$ cat config.mk
export PLATFORM = sky130hd
export DESIGN_NAME = pixel_point_operation_unit_top
export DESIGN_NICKNAME = d
export VERILOG_FILES = /design/src/sv/ppou_pkg.sv /design/src/sv/ppou_gain_div.sv /design/src/sv/pixel_point_operation_unit_top.sv
export VERILOG_INCLUDE_DIRS = /design/src /design/src/sv
export SDC_FILE = /design/constraint.sdc
export NUM_CORES = 2
export LEC_CHECK = 0
export BUFFER_PORTS_ARGS = -buffer_cell sky130_fd_sc_hd__clkbuf_2
export CELL_PAD_IN_SITES_DETAIL_PLACEMENT = 0
export CELL_PAD_IN_SITES_GLOBAL_PLACEMENT = 1
export CORE_MARGIN = 2
export CORE_UTILIZATION = 51
export DETAILED_ROUTE_END_ITERATION = 6
export PLACE_DENSITY = 0.87
export SKIP_LAST_GASP = 1
export SLEW_MARGIN = 20
export SYNTH_ARGS = -nofsm -noshare
export SYNTH_HDL_FRONTEND = slang
export SYNTH_SLANG_ARGS = --single-unit
$ cat constraint.sdc
create_clock -name i_clk -period 13.6 [get_ports i_clk]
set_input_delay 3.4 -clock i_clk [delete_from_list [all_inputs] [get_ports i_clk]]
set_output_delay 3.4 -clock i_clk [all_outputs]
set_load 0.01 [all_outputs]
$ cat src/sv/pixel_point_operation_unit_top_defines.svh
// Assertion macros shared by the pixel point operation unit RTL.
`ifndef PIXEL_POINT_OPERATION_UNIT_TOP_DEFINES_SVH
`define PIXEL_POINT_OPERATION_UNIT_TOP_DEFINES_SVH

// Same-cycle implication, disabled while reset is asserted.
`define PPOU_ASSERT_NOW(name, clk, rst_n, ante, cons, msg) \
    name: assert property (@(posedge clk) disable iff (!rst_n) (ante) |-> (cons)) \
        else $error(msg);

// Next-cycle implication, disabled while reset is asserted.
`define PPOU_ASSERT_NEXT(name, clk, rst_n, ante, cons, msg) \
    name: assert property (@(posedge clk) disable iff (!rst_n) (ante) |=> (cons)) \
        else $error(msg);

`endif

$ cat src/sv/ppou_pkg.sv
// Types and constants shared by the pixel point operation unit.
package ppou_pkg;

    // Operation codes of the mode register; codes 6 and 7 pass the pixel through.
    typedef enum logic [2:0] {
        MODE_AVG_GRAY  = 3'd0,
        MODE_LUM_GRAY  = 3'd1,
        MODE_MASK      = 3'd2,
        MODE_INVERT    = 3'd3,
        MODE_BRIGHTEN  = 3'd4,
        MODE_CONTRAST  = 3'd5
    } t_mode;

    // Register indexes (byte address = 4 * index); index 7 is unmapped.
    typedef enum logic [2:0] {
        REG_MODE            = 3'd0,
        REG_CHANNELS        = 3'd1,
        REG_MASK_RED        = 3'd2,
        REG_MASK_GREEN      = 3'd3,
        REG_MASK_BLUE       = 3'd4,
        REG_BRIGHT_OFFSET   = 3'd5,
        REG_CONTRAST_ADJUST = 3'd6
    } t_reg_idx;

    // Status of the contrast gain divider.
    typedef struct packed {
        logic busy;
        logic done;
    } t_gain_status;

    localparam logic [2:0]  MODE_RESET     = 3'd4;
    localparam logic [2:0]  CHANNELS_RESET = 3'd3;
    localparam logic [2:0]  COLOR_MIN_CHAN = 3'd3;
    localparam logic [8:0]  MASK_UNITY     = 9'd256;

    // Q8.8 contrast gain: unity at reset, largest reachable value at adjust = 255.
    localparam logic [15:0] GAIN_RESET     = 16'd256;
    localparam logic [15:0] GAIN_MAX       = 16'd33152;

    // Luminance weights in Q16.
    localparam logic [15:0] LUM_W0 = 16'd13933;
    localparam logic [15:0] LUM_W1 = 16'd46871;
    localparam logic [15:0] LUM_W2 = 16'd4732;

    // floor(s/3) == (s * 683) >> 11 for s <= 765.
    localparam logic [9:0]  AVG_RECIP  = 10'd683;
    localparam int          AVG_SHIFT  = 11;

    // Gain divider: 26-bit dividend, 17-bit divisor, one quotient bit per cycle.
    localparam int NUM_W      = 26;
    localparam int DEN_W      = 17;
    localparam int DIV_STEPS  = NUM_W;
    localparam int DIV_CNT_W  = $clog2(DIV_STEPS);

endpackage

$ cat src/sv/ppou_gain_div.sv
// Contrast gain unit: restoring divider for floor(259*(a+255)*256 / (255*(259-a))).
module ppou_gain_div (
    input  logic                   i_clk,
    input  logic                   i_rst_n,
    input  logic                   i_start,
    input  logic signed [8:0]      i_adjust,
    output ppou_pkg::t_gain_status o_status,
    output logic [15:0]            o_gain
);

    logic [9:0]                       w_ext;
    logic [8:0]                       w_x;
    logic [9:0]                       w_y;
    logic [17:0]                      w_num18;
    logic [ppou_pkg::NUM_W-1:0]       w_num;
    logic [ppou_pkg::DEN_W-1:0]       w_den;
    logic [ppou_pkg::DEN_W:0]         w_trial;
    logic                             w_ge;
    logic [ppou_pkg::DEN_W-1:0]       w_rem_n;
    logic [ppou_pkg::NUM_W-1:0]       w_quo_n;
    logic                             w_last;

    logic                             r_busy;
    logic                             r_done;
    logic [ppou_pkg::DIV_CNT_W-1:0]   r_cnt;
    logic [ppou_pkg::DEN_W-1:0]       r_rem;
    logic [ppou_pkg::NUM_W-1:0]       r_quo;
    logic [ppou_pkg::DEN_W-1:0]       r_den;
    logic [15:0]                      r_gain;

    // Operands: x = max(a+255, 0), y = 259 - a.
    always_comb begin
        w_ext   = {i_adjust[8], i_adjust} + 10'd255;
        w_x     = (i_adjust == 9'h100) ? 9'd0 : w_ext[8:0];
        w_y     = 10'd259 - {i_adjust[8], i_adjust};
        w_num18 = 18'({w_x, 8'b0}) + 18'({w_x, 1'b0}) + 18'(w_x);
        w_num   = {w_num18, 8'b0};
        w_den   = 17'({w_y, 8'b0}) - 17'(w_y);
    end

    always_comb begin
        w_trial = {r_rem, r_quo[ppou_pkg::NUM_W-1]};
        w_ge    = (w_trial >= {1'b0, r_den});
        w_rem_n = w_ge ? ppou_pkg::DEN_W'(w_trial - {1'b0, r_den})
                       : w_trial[ppou_pkg::DEN_W-1:0];
        w_quo_n = {r_quo[ppou_pkg::NUM_W-2:0], w_ge};
        w_last  = r_busy && (r_cnt == '0);
    end

    always_ff @(posedge i_clk) begin
        if (!i_rst_n) begin
            r_busy <= 1'b0;
            r_done <= 1'b0;
            r_gain <= ppou_pkg::GAIN_RESET;
        end else begin
            r_done <= w_last;
            if (i_start) begin
                r_busy <= 1'b1;
            end else if (w_last) begin
                r_busy <= 1'b0;
                r_gain <= (|w_quo_n[ppou_pkg::NUM_W-1:16]) ? 16'hFFFF : w_quo_n[15:0];
            end
        end
    end

    always_ff @(posedge i_clk) begin
        if (i_start) begin
            r_quo <= w_num;
            r_rem <= '0;
            r_den <= w_den;
            r_cnt <= ppou_pkg::DIV_CNT_W'(ppou_pkg::DIV_STEPS - 1);
        end else if (r_busy) begin
            r_quo <= w_quo_n;
            r_rem <= w_rem_n;
            r_cnt <= r_cnt - 1'b1;
        end
    end

    assign o_status.busy = r_busy;
    assign o_status.done = r_done;
    assign o_gain        = r_gain;

endmodule

$ cat src/sv/pixel_point_operation_unit_top.sv
// Pixel point operation unit: gray, mask, invert, brighten and contrast on one pixel per word.
//
//  channel   | handshake                  | payload
//  ----------+----------------------------+-------------------------------
//  pixel in  | i_in_valid / o_in_stall    | i_chan0..i_chan3, 8 bits each
//  pixel out | o_out_valid / i_out_stall  | o_out0..o_out3, 8 bits each
//  config    | psel/penable/pwrite/pready | paddr[4:0], pwdata, prdata
//
// One word per cycle sustained while the output is not stalled and no gain division
// runs; each word passes products, post-processing and output select/register.
// Writing contrast_adjust starts a gain division, one quotient bit per cycle;
// o_in_stall is held high until it finishes.
// Reset (i_rst_n low, synchronous) empties the pipe and loads register defaults.
// A stall on the output only holds stages that are full; bubbles ahead still close.
`include "pixel_point_operation_unit_top_defines.svh"

module pixel_point_operation_unit_top (
    input  logic        i_clk,
    input  logic        i_rst_n,
    // pixel in
    input  logic        i_in_valid,
    output logic        o_in_stall,
    input  logic [7:0]  i_chan0,
    input  logic [7:0]  i_chan1,
    input  logic [7:0]  i_chan2,
    input  logic [7:0]  i_chan3,
    // pixel out
    output logic        o_out_valid,
    input  logic        i_out_stall,
    output logic [7:0]  o_out0,
    output logic [7:0]  o_out1,
    output logic [7:0]  o_out2,
    output logic [7:0]  o_out3,
    // config
    input  logic        psel,
    input  logic        penable,
    input  logic        pwrite,
    input  logic [4:0]  paddr,
    input  logic [31:0] pwdata,
    output logic [31:0] prdata,
    output logic        pready
);

    // ---------------------------------------------------------------
    // Configuration registers
    // ---------------------------------------------------------------
    logic [2:0]  r_mode;
    logic [2:0]  r_chans;
    logic [8:0]  r_mask_r;
    logic [8:0]  r_mask_g;
    logic [8:0]  r_mask_b;
    logic [8:0]  r_bright;
    logic [8:0]  r_adjust;

    logic        w_cfg_wr;
    logic [2:0]  w_idx;
    logic        w_gain_start;

    ppou_pkg::t_gain_status w_gain_st;
    logic [15:0]            w_gain;

    assign pready       = 1'b1;
    assign w_cfg_wr     = psel && penable && pwrite;
    assign w_idx        = paddr[4:2];
    assign w_gain_start = w_cfg_wr && (w_idx == ppou_pkg::REG_CONTRAST_ADJUST);

    always_ff @(posedge i_clk) begin
        if (!i_rst_n) begin
            r_mode   <= ppou_pkg::MODE_RESET;
            r_chans  <= ppou_pkg::CHANNELS_RESET;
            r_mask_r <= ppou_pkg::MASK_UNITY;
            r_mask_g <= ppou_pkg::MASK_UNITY;
            r_mask_b <= ppou_pkg::MASK_UNITY;
            r_bright <= '0;
            r_adjust <= '0;
        end else if (w_cfg_wr) begin
            case (w_idx)
                ppou_pkg::REG_MODE:            r_mode   <= pwdata[2:0];
                ppou_pkg::REG_CHANNELS:        r_chans  <= pwdata[2:0];
                ppou_pkg::REG_MASK_RED:        r_mask_r <= pwdata[8:0];
                ppou_pkg::REG_MASK_GREEN:      r_mask_g <= pwdata[8:0];
                ppou_pkg::REG_MASK_BLUE:       r_mask_b <= pwdata[8:0];
                ppou_pkg::REG_BRIGHT_OFFSET:   r_bright <= pwdata[8:0];
                ppou_pkg::REG_CONTRAST_ADJUST: r_adjust <= pwdata[8:0];
                default: ;
            endcase
        end
    end

    always_comb begin
        case (w_idx)
            ppou_pkg::REG_MODE:            prdata = 32'(r_mode);
            ppou_pkg::REG_CHANNELS:        prdata = 32'(r_chans);
            ppou_pkg::REG_MASK_RED:        prdata = 32'(r_mask_r);
            ppou_pkg::REG_MASK_GREEN:      prdata = 32'(r_mask_g);
            ppou_pkg::REG_MASK_BLUE:       prdata = 32'(r_mask_b);
            ppou_pkg::REG_BRIGHT_OFFSET:   prdata = 32'(r_bright);
            ppou_pkg::REG_CONTRAST_ADJUST: prdata = 32'(r_adjust);
            default:                       prdata = '0;
        endcase
    end

    // Q8.8 gain from contrast_adjust, recomputed on each write.
    ppou_gain_div u_gain_div (
        .i_clk    (i_clk),
        .i_rst_n  (i_rst_n),
        .i_start  (w_gain_start),
        .i_adjust ($signed(pwdata[8:0])),
        .o_status (w_gain_st),
        .o_gain   (w_gain)
    );

    // ---------------------------------------------------------------
    // Flow control: a stage loads when it is empty or its word moves on.
    // ---------------------------------------------------------------
    logic r1_v, r2_v, r3_v;
    logic w_rdy1, w_rdy2, w_rdy3;
    logic w_in_acc;

    assign w_rdy3     = !r3_v || !i_out_stall;
    assign w_rdy2     = !r2_v || w_rdy3;
    assign w_rdy1     = !r1_v || w_rdy2;
    assign o_in_stall = !w_rdy1 || w_gain_st.busy;
    assign w_in_acc   = i_in_valid && !o_in_stall;

    always_ff @(posedge i_clk) begin
        if (!i_rst_n) begin
            r1_v <= 1'b0;
            r2_v <= 1'b0;
            r3_v <= 1'b0;
        end else begin
            if (w_rdy1) begin
                r1_v <= w_in_acc;
            end
            if (w_rdy2) begin
                r2_v <= r1_v;
            end
            if (w_rdy3) begin
                r3_v <= r2_v;
            end
        end
    end

    // ---------------------------------------------------------------
    // Stage 1: products
    // ---------------------------------------------------------------
    logic [7:0]         w_c     [4];
    logic [15:0]        w_lum_w [3];
    logic [8:0]         w_mgain [3];
    logic [23:0]        w_lum   [3];
    logic [16:0]        w_mprod [3];
    logic signed [24:0] w_cprod [3];
    logic signed [7:0]  w_cd    [3];

    logic [7:0]         r1_c     [4];
    logic [23:0]        r1_lum   [3];
    logic [16:0]        r1_mprod [3];
    logic signed [24:0] r1_cprod [3];
    logic [9:0]         r1_sum;

    assign w_c[0] = i_chan0;
    assign w_c[1] = i_chan1;
    assign w_c[2] = i_chan2;
    assign w_c[3] = i_chan3;

    assign w_lum_w[0] = ppou_pkg::LUM_W0;
    assign w_lum_w[1] = ppou_pkg::LUM_W1;
    assign w_lum_w[2] = ppou_pkg::LUM_W2;

    assign w_mgain[0] = r_mask_r;
    assign w_mgain[1] = r_mask_g;
    assign w_mgain[2] = r_mask_b;

    always_comb begin
        for (int k = 0; k < 3; k++) begin
            w_lum[k]   = 24'(w_lum_w[k]) * 24'(w_c[k]);
            w_mprod[k] = 17'(w_c[k]) * 17'(w_mgain[k]);
            // c - 128 as 8-bit two's complement
            w_cd[k]    = $signed({~w_c[k][7], w_c[k][6:0]});
            w_cprod[k] = 25'($signed({1'b0, w_gain})) * 25'(w_cd[k]);
        end
    end

    always_ff @(posedge i_clk) begin
        if (w_rdy1) begin
            for (int k = 0; k < 4; k++) begin
                r1_c[k] <= w_c[k];
            end
            for (int k = 0; k < 3; k++) begin
                r1_lum[k]   <= w_lum[k];
                r1_mprod[k] <= w_mprod[k];
                r1_cprod[k] <= w_cprod[k];
            end
            r1_sum <= 10'(i_chan0) + 10'(i_chan1) + 10'(i_chan2);
        end
    end

    // ---------------------------------------------------------------
    // Stage 2: shift, saturate and clamp; per-channel point op chosen
    // ---------------------------------------------------------------
    logic [23:0]        w_lum_sum;
    logic [19:0]        w_avg_prod;
    logic [7:0]         w_gray;
    logic [7:0]         w_mask   [3];
    logic [7:0]         w_pt     [3];
    logic signed [9:0]  w_bsum   [3];
    logic [7:0]         w_bright [3];
    logic signed [24:0] w_cx     [3];
    logic [7:0]         w_contr  [3];

    logic [7:0]         r2_c    [4];
    logic [7:0]         r2_gray;
    logic [7:0]         r2_mask [3];
    logic [7:0]         r2_pt   [3];

    always_comb begin
        w_lum_sum  = r1_lum[0] + r1_lum[1] + r1_lum[2];
        w_avg_prod = 20'(r1_sum) * 20'(ppou_pkg::AVG_RECIP);
        if (r_mode == ppou_pkg::MODE_LUM_GRAY) begin
            w_gray = w_lum_sum[23:16];
        end else begin
            w_gray = w_avg_prod[ppou_pkg::AVG_SHIFT +: 8];
        end

        for (int k = 0; k < 3; k++) begin
            w_mask[k] = r1_mprod[k][16] ? 8'hFF : r1_mprod[k][15:8];

            w_bsum[k] = $signed({2'b00, r1_c[k]}) + $signed({r_bright[8], r_bright});
            if (w_bsum[k][9]) begin
                w_bright[k] = 8'd0;
            end else if (w_bsum[k][8]) begin
                w_bright[k] = 8'hFF;
            end else begin
                w_bright[k] = w_bsum[k][7:0];
            end

            // gain*(c-128) + 128.0 in Q8.8; negative clamps to zero
            w_cx[k] = r1_cprod[k] + 25'sd32768;
            if (w_cx[k][24]) begin
                w_contr[k] = 8'd0;
            end else if (|w_cx[k][23:16]) begin
                w_contr[k] = 8'hFF;
            end else begin
                w_contr[k] = w_cx[k][15:8];
            end

            case (r_mode)
                ppou_pkg::MODE_INVERT:   w_pt[k] = ~r1_c[k];
                ppou_pkg::MODE_BRIGHTEN: w_pt[k] = w_bright[k];
                ppou_pkg::MODE_CONTRAST: w_pt[k] = w_contr[k];
                default:                 w_pt[k] = r1_c[k];
            endcase
        end
    end

    always_ff @(posedge i_clk) begin
        if (w_rdy2) begin
            for (int k = 0; k < 4; k++) begin
                r2_c[k] <= r1_c[k];
            end
            for (int k = 0; k < 3; k++) begin
                r2_mask[k] <= w_mask[k];
                r2_pt[k]   <= w_pt[k];
            end
            r2_gray <= w_gray;
        end
    end

    // ---------------------------------------------------------------
    // Stage 3: mode / channel-count select into the output register
    // ---------------------------------------------------------------
    logic       w_color;
    logic [7:0] w_out [4];
    logic [7:0] r3_out [4];

    assign w_color = (r_chans >= ppou_pkg::COLOR_MIN_CHAN);

    always_comb begin
        for (int k = 0; k < 4; k++) begin
            w_out[k] = r2_c[k];
        end
        case (r_mode)
            ppou_pkg::MODE_AVG_GRAY,
            ppou_pkg::MODE_LUM_GRAY: begin
                if (w_color) begin
                    for (int k = 0; k < 3; k++) begin
                        w_out[k] = r2_gray;
                    end
                end
            end
            ppou_pkg::MODE_MASK: begin
                if (w_color) begin
                    for (int k = 0; k < 3; k++) begin
                        w_out[k] = r2_mask[k];
                    end
                end
            end
            ppou_pkg::MODE_INVERT,
            ppou_pkg::MODE_BRIGHTEN,
            ppou_pkg::MODE_CONTRAST: begin
                // gray pixels: only the first channel is processed
                w_out[0] = r2_pt[0];
                if (w_color) begin
                    w_out[1] = r2_pt[1];
                    w_out[2] = r2_pt[2];
                end
            end
            default: ;
        endcase
    end

    always_ff @(posedge i_clk) begin
        if (w_rdy3) begin
            for (int k = 0; k < 4; k++) begin
                r3_out[k] <= w_out[k];
            end
        end
    end

    assign o_out_valid = r3_v;
    assign o_out0      = r3_out[0];
    assign o_out1      = r3_out[1];
    assign o_out2      = r3_out[2];
    assign o_out3      = r3_out[3];

    // ---------------------------------------------------------------
    // Assertions
    // ---------------------------------------------------------------
    `PPOU_ASSERT_NOW(ast_busy_stalls, i_clk, i_rst_n, w_gain_st.busy, o_in_stall, "input taken during gain division")
    `PPOU_ASSERT_NEXT(ast_acc_fills_s1, i_clk, i_rst_n, w_in_acc, r1_v, "accepted word lost before stage one")
    `PPOU_ASSERT_NEXT(ast_adjust_starts_div, i_clk, i_rst_n, w_gain_start, w_gain_st.busy, "contrast write did not start the divider")
    `PPOU_ASSERT_NOW(ast_gain_range, i_clk, i_rst_n, w_gain_st.done, w_gain <= ppou_pkg::GAIN_MAX, "contrast gain out of range")

endmodule
==> metrics.md <==
| Metric | Value |
|---|---|
| Status | `completed` |
| Unrepaired setup endpoints after global routing | `false` |
| CP Data Required Time | `13,940 ps` |
| Gr usage total | `24.9%` |
| Area leader, netlist | `fa_1` |
| WL final | `116,000 um` |
| Hold Crit Class | `flop to flop` |
| Register area share after synthesis | `25.6%` |
| Reg2reg start | `u_gain_div.o_gain[3]$_SDFFE_PN0P_` |
| Number of flops mapped to enable cells by yosys | `336` |
| Main area contributors after synthesis | `fa_1 (22%), edfxtp_1 (21%), ha_1 (15%)` |
| Grt ovf | `0` |
| Sw frac | `40.1%` |
| Power Dens Cells | `141 nW/um^2` |
| Largest net degree at the start of global routing | `81` |
| Flop and latch count out of synthesis | `437` |
| M1 WL | `52,900 um` |
| Share of layout cells above drive strength 1 | `6.32%` |
| CTS tree | `built` |
| Row count | `111` |
| Nets | `6,070` |
| Setup slack, reg-to-reg | `7640 ps` |
| Top Metal Used | `met4` |
| Worst setup EP type | `flop` |
| Final hold violation count | `0` |
| Met3 wire length | `6770 um` |
| CTS resizes | `0` |
| Detailed-route DRC error count | `0` |
| Top cell type's share of synthesized area | `21.5%` |
| Max FO, Critical Path | `33` |
| Clock buffer count from CTS | `49` |
| Int Pwr | `4.28 mW` |
| Max Slew Vio Count | `0` |
| R2r worst-path depth | `17` |
| Design Area, Final | `50,700 um^2` |
| R2r endpoint | `r1_cprod[0][73]$_DFFE_PN_` |
| Net load switching power | `2.86 mW` |
| Slew HR | `29.3%` |
| Die Y-Extent | `309 um` |
| Distinct cells, synth | `79` |
| Post-Place Worst Slack | `4240 ps` |
| YS warnings | `0` |
| Final worst-path cycle share | `64.3%` |
| Final min period | `8740 ps` |
| Max Fclk | `114 MHz` |
| Worst setup startpoint | `i_chan2[7]` |
| Ys flop type | `edfxtp_1` |
| Hold Crit Start | `r2_c[3][6]$_DFFE_PP_` |
| # Post-CTS Setup Buffers | `0` |
| First-pass GRT wire length | `185,000 um` |
| # port buffers | `93` |
| Power after layout | `7.14 mW` |
| Fill count | `8,087` |
| Post-synthesis cell area | `47,300 um^2` |
| Fin Setup TNS | `0 ps` |
| H-tree depth | `2` |
| Synth Area per Inst | `9.68 um^2` |
| Crit path arrival time | `9080 ps` |
| Hold_ws | `419 ps` |
| Initial antenna violation count | `5` |
| Setup WS post-layout | `4860 ps` |
| GP Congestion | `0.895` |
| DR iter-0 viols | `2,604` |
| I/O pin total | `143` |
| Max-cap violations | `0` |
| Startpoint class of the critical path | `primary input` |
| Antenna violation net count after detailed routing | `0` |
| Combinational Power Share | `52.9%` |
| Total number of clock tree sinks | `437` |
| Peak VDD IR | `0.000285 V` |
| Crit path kind | `primary input to flop` |
| Pleak | `24.2 nW` |
| Placed wire-length estimate | `85,600 um` |
| Top cells by count, synth | `inv_1 (832), ha_1 (585), fa_1 (509), nand2_1 (396), and2_1 (384)` |
| Longest Clk Path Bufs | `3` |
| Initial core utilization | `51.5%` |
| ANT cells | `0` |
| Final setup vio count | `0` |
| Worst Hold End | `r3_out[3][6]$_DFFE_PP_` |
| Vias | `33,600` |
| Number of hold buffers added after CTS | `0` |
| Area grow syn2layout | `7.16%` |
| Root Buffer | `clkbuf_16` |
| Worst slew pin tran | `1060 ps` |
| Router iterations before antenna repair | `6` |
| Count leader, synth | `inv_1` |
| Worst-skew pair later-pin latency | `620 ps` |
| Hold Crit Depth | `0` |
| Die Wd | `309 um` |
| Post-synthesis cell count | `4,888` |
| Clock share of power | `19.7%` |
| Die ar. | `95,200 um^2` |
| Seq pwr share | `27.4%` |
| Async set or reset register ratio after synthesis | `0%` |
| CTS clock-pin slew for the worst setup and hold paths | `60 ps` |
| Wire length per cell | `18.8 um` |
| Vias per cell | `5.44` |
| Number of global-route vias before repair | `33,800` |
| Area after DPL | `49,000 um^2` |
| Final setup skew | `30.6 ps` |
| Met2 WL post-DR | `53,700 um` |
| Core area | `91,800 um^2` |
-- state kept, by name, indices dropped and copies added (netlist names), 9 cells and up --
register and cells:
r1_c 32, r1_cprod 51, r1_lum 61, r1_mprod 27, r1_sum 10, r2_c 32
r2_mask 24, r2_pt 24, r3_out 32, r_adjust 9, r_bright 9, r_mask_b 9
r_mask_g 9, r_mask_r 9, u_gain_div.o_gain 16, u_gain_div.r_den 17, u_gain_div.r_quo 26, u_gain_div.r_rem 17
-- worst max-delay path by stage --
stage	endpoint	slack (ps)
floorplan	o_in_stall	120
global placement	r1_cprod[0][73]$_DFFE_PN_	4310
detailed placement	r1_cprod[0][73]$_DFFE_PN_	4240
CTS	r1_cprod[0][73]$_DFFE_PN_	4860
global route	r1_cprod[0][73]$_DFFE_PN_	4680
finish	r1_cprod[0][73]$_DFFE_PN_	4860
-- critical path: stages --
cell      delay [ps]
clkbuf_2          80
buf_4            450
inv_1            330
fa_1             600
inv_1             50
fa_1             490
inv_1             50
fa_1             470
inv_1             50
fa_1             520
inv_1             40
ha_1             320
a21oi_1          150
nand4b_1         120
o211ai_1         150
a221o_1          420
o31a_1           300
a221o_1          390
a41oi_2          350
o21bai_1         130
xor2_1           150
-- logic make-up after synthesis --
| group | after synthesis | synth area share (%) |
|---|---|---|
| simple gates | 1352 | 14.2 |
| fa+ha+maj | 1094 | 37.0 |
| buf+inv | 1044 | 8.48 |
| compound gates | 697 | 9.51 |
| flops | 437 | 25.6 |
| xor+xnor | 191 | 3.54 |
| mux | 71 | 1.61 |
| other cells | 2 | 0.0159 |
-- routing by layer --
layer / vias to the layer above / global-route usage (%)
met2: 895 / 40.9
met1: 16600 / 35.5
met4: 0 / 5.83
met3: 155 / 2.58
li1: 16000 / -
met5: - / 0
-- power by group through the flow --
stage                     combinational [mW]  clock (mW)  sequential, mW
after global placement                  3.65           0            1.98
after CTS                               3.80        1.44            1.96
after global routing                    4.34        1.49            1.98
final                                   3.78        1.41            1.96
after floorplan                         2.86           0            1.92
after detailed placement                3.77           0            1.98
-- cell usage in the layout, fill, tap and decap left out, types with 52 or more instances in the layout --
cell / netlist / final
dfxtp_1: 101 / 100
and2_1: 384 / 384
o21ai_0: 162 / 162
ha_1: 585 / 585
fa_1: 509 / 509
nand3_1: 59 / 58
nor3_1: 53 / 53
xnor2_1: 139 / 139
edfxtp_1: 336 / 336
xor2_1: 52 / 52
mux2i_1: 59 / 59
a21oi_1: 196 / 195
nand2_1: 396 / 396
nor2b_1: 53 / 53
buf_4: 24 / 57
nor2_1: 259 / 259
inv_1: 832 / 832
clkbuf_2: 1 / 93
-- metrics by stage --
step	std cells	util (%)
floorplan	4910	-
detailed placement	6092	53.4
CTS	6183	55.2
global route	6183	55.2
global placement	6092	53.4
finish	6183	55.2
-- cell type report --
cell class | count | area [um^2] | share of cell area (%)
timing repair buffer | 150 | 893 | 1.76
tap | 1243 | 1560 | 3.07
multi-input combinational | 3429 | 31300 | 61.7
inverter | 833 | 3130 | 6.17
clock buffer | 58 | 1320 | 2.61
sequential | 437 | 12100 | 23.9
clock inverter | 33 | 390 | 0.770
(Power assumes the default switching activity.)
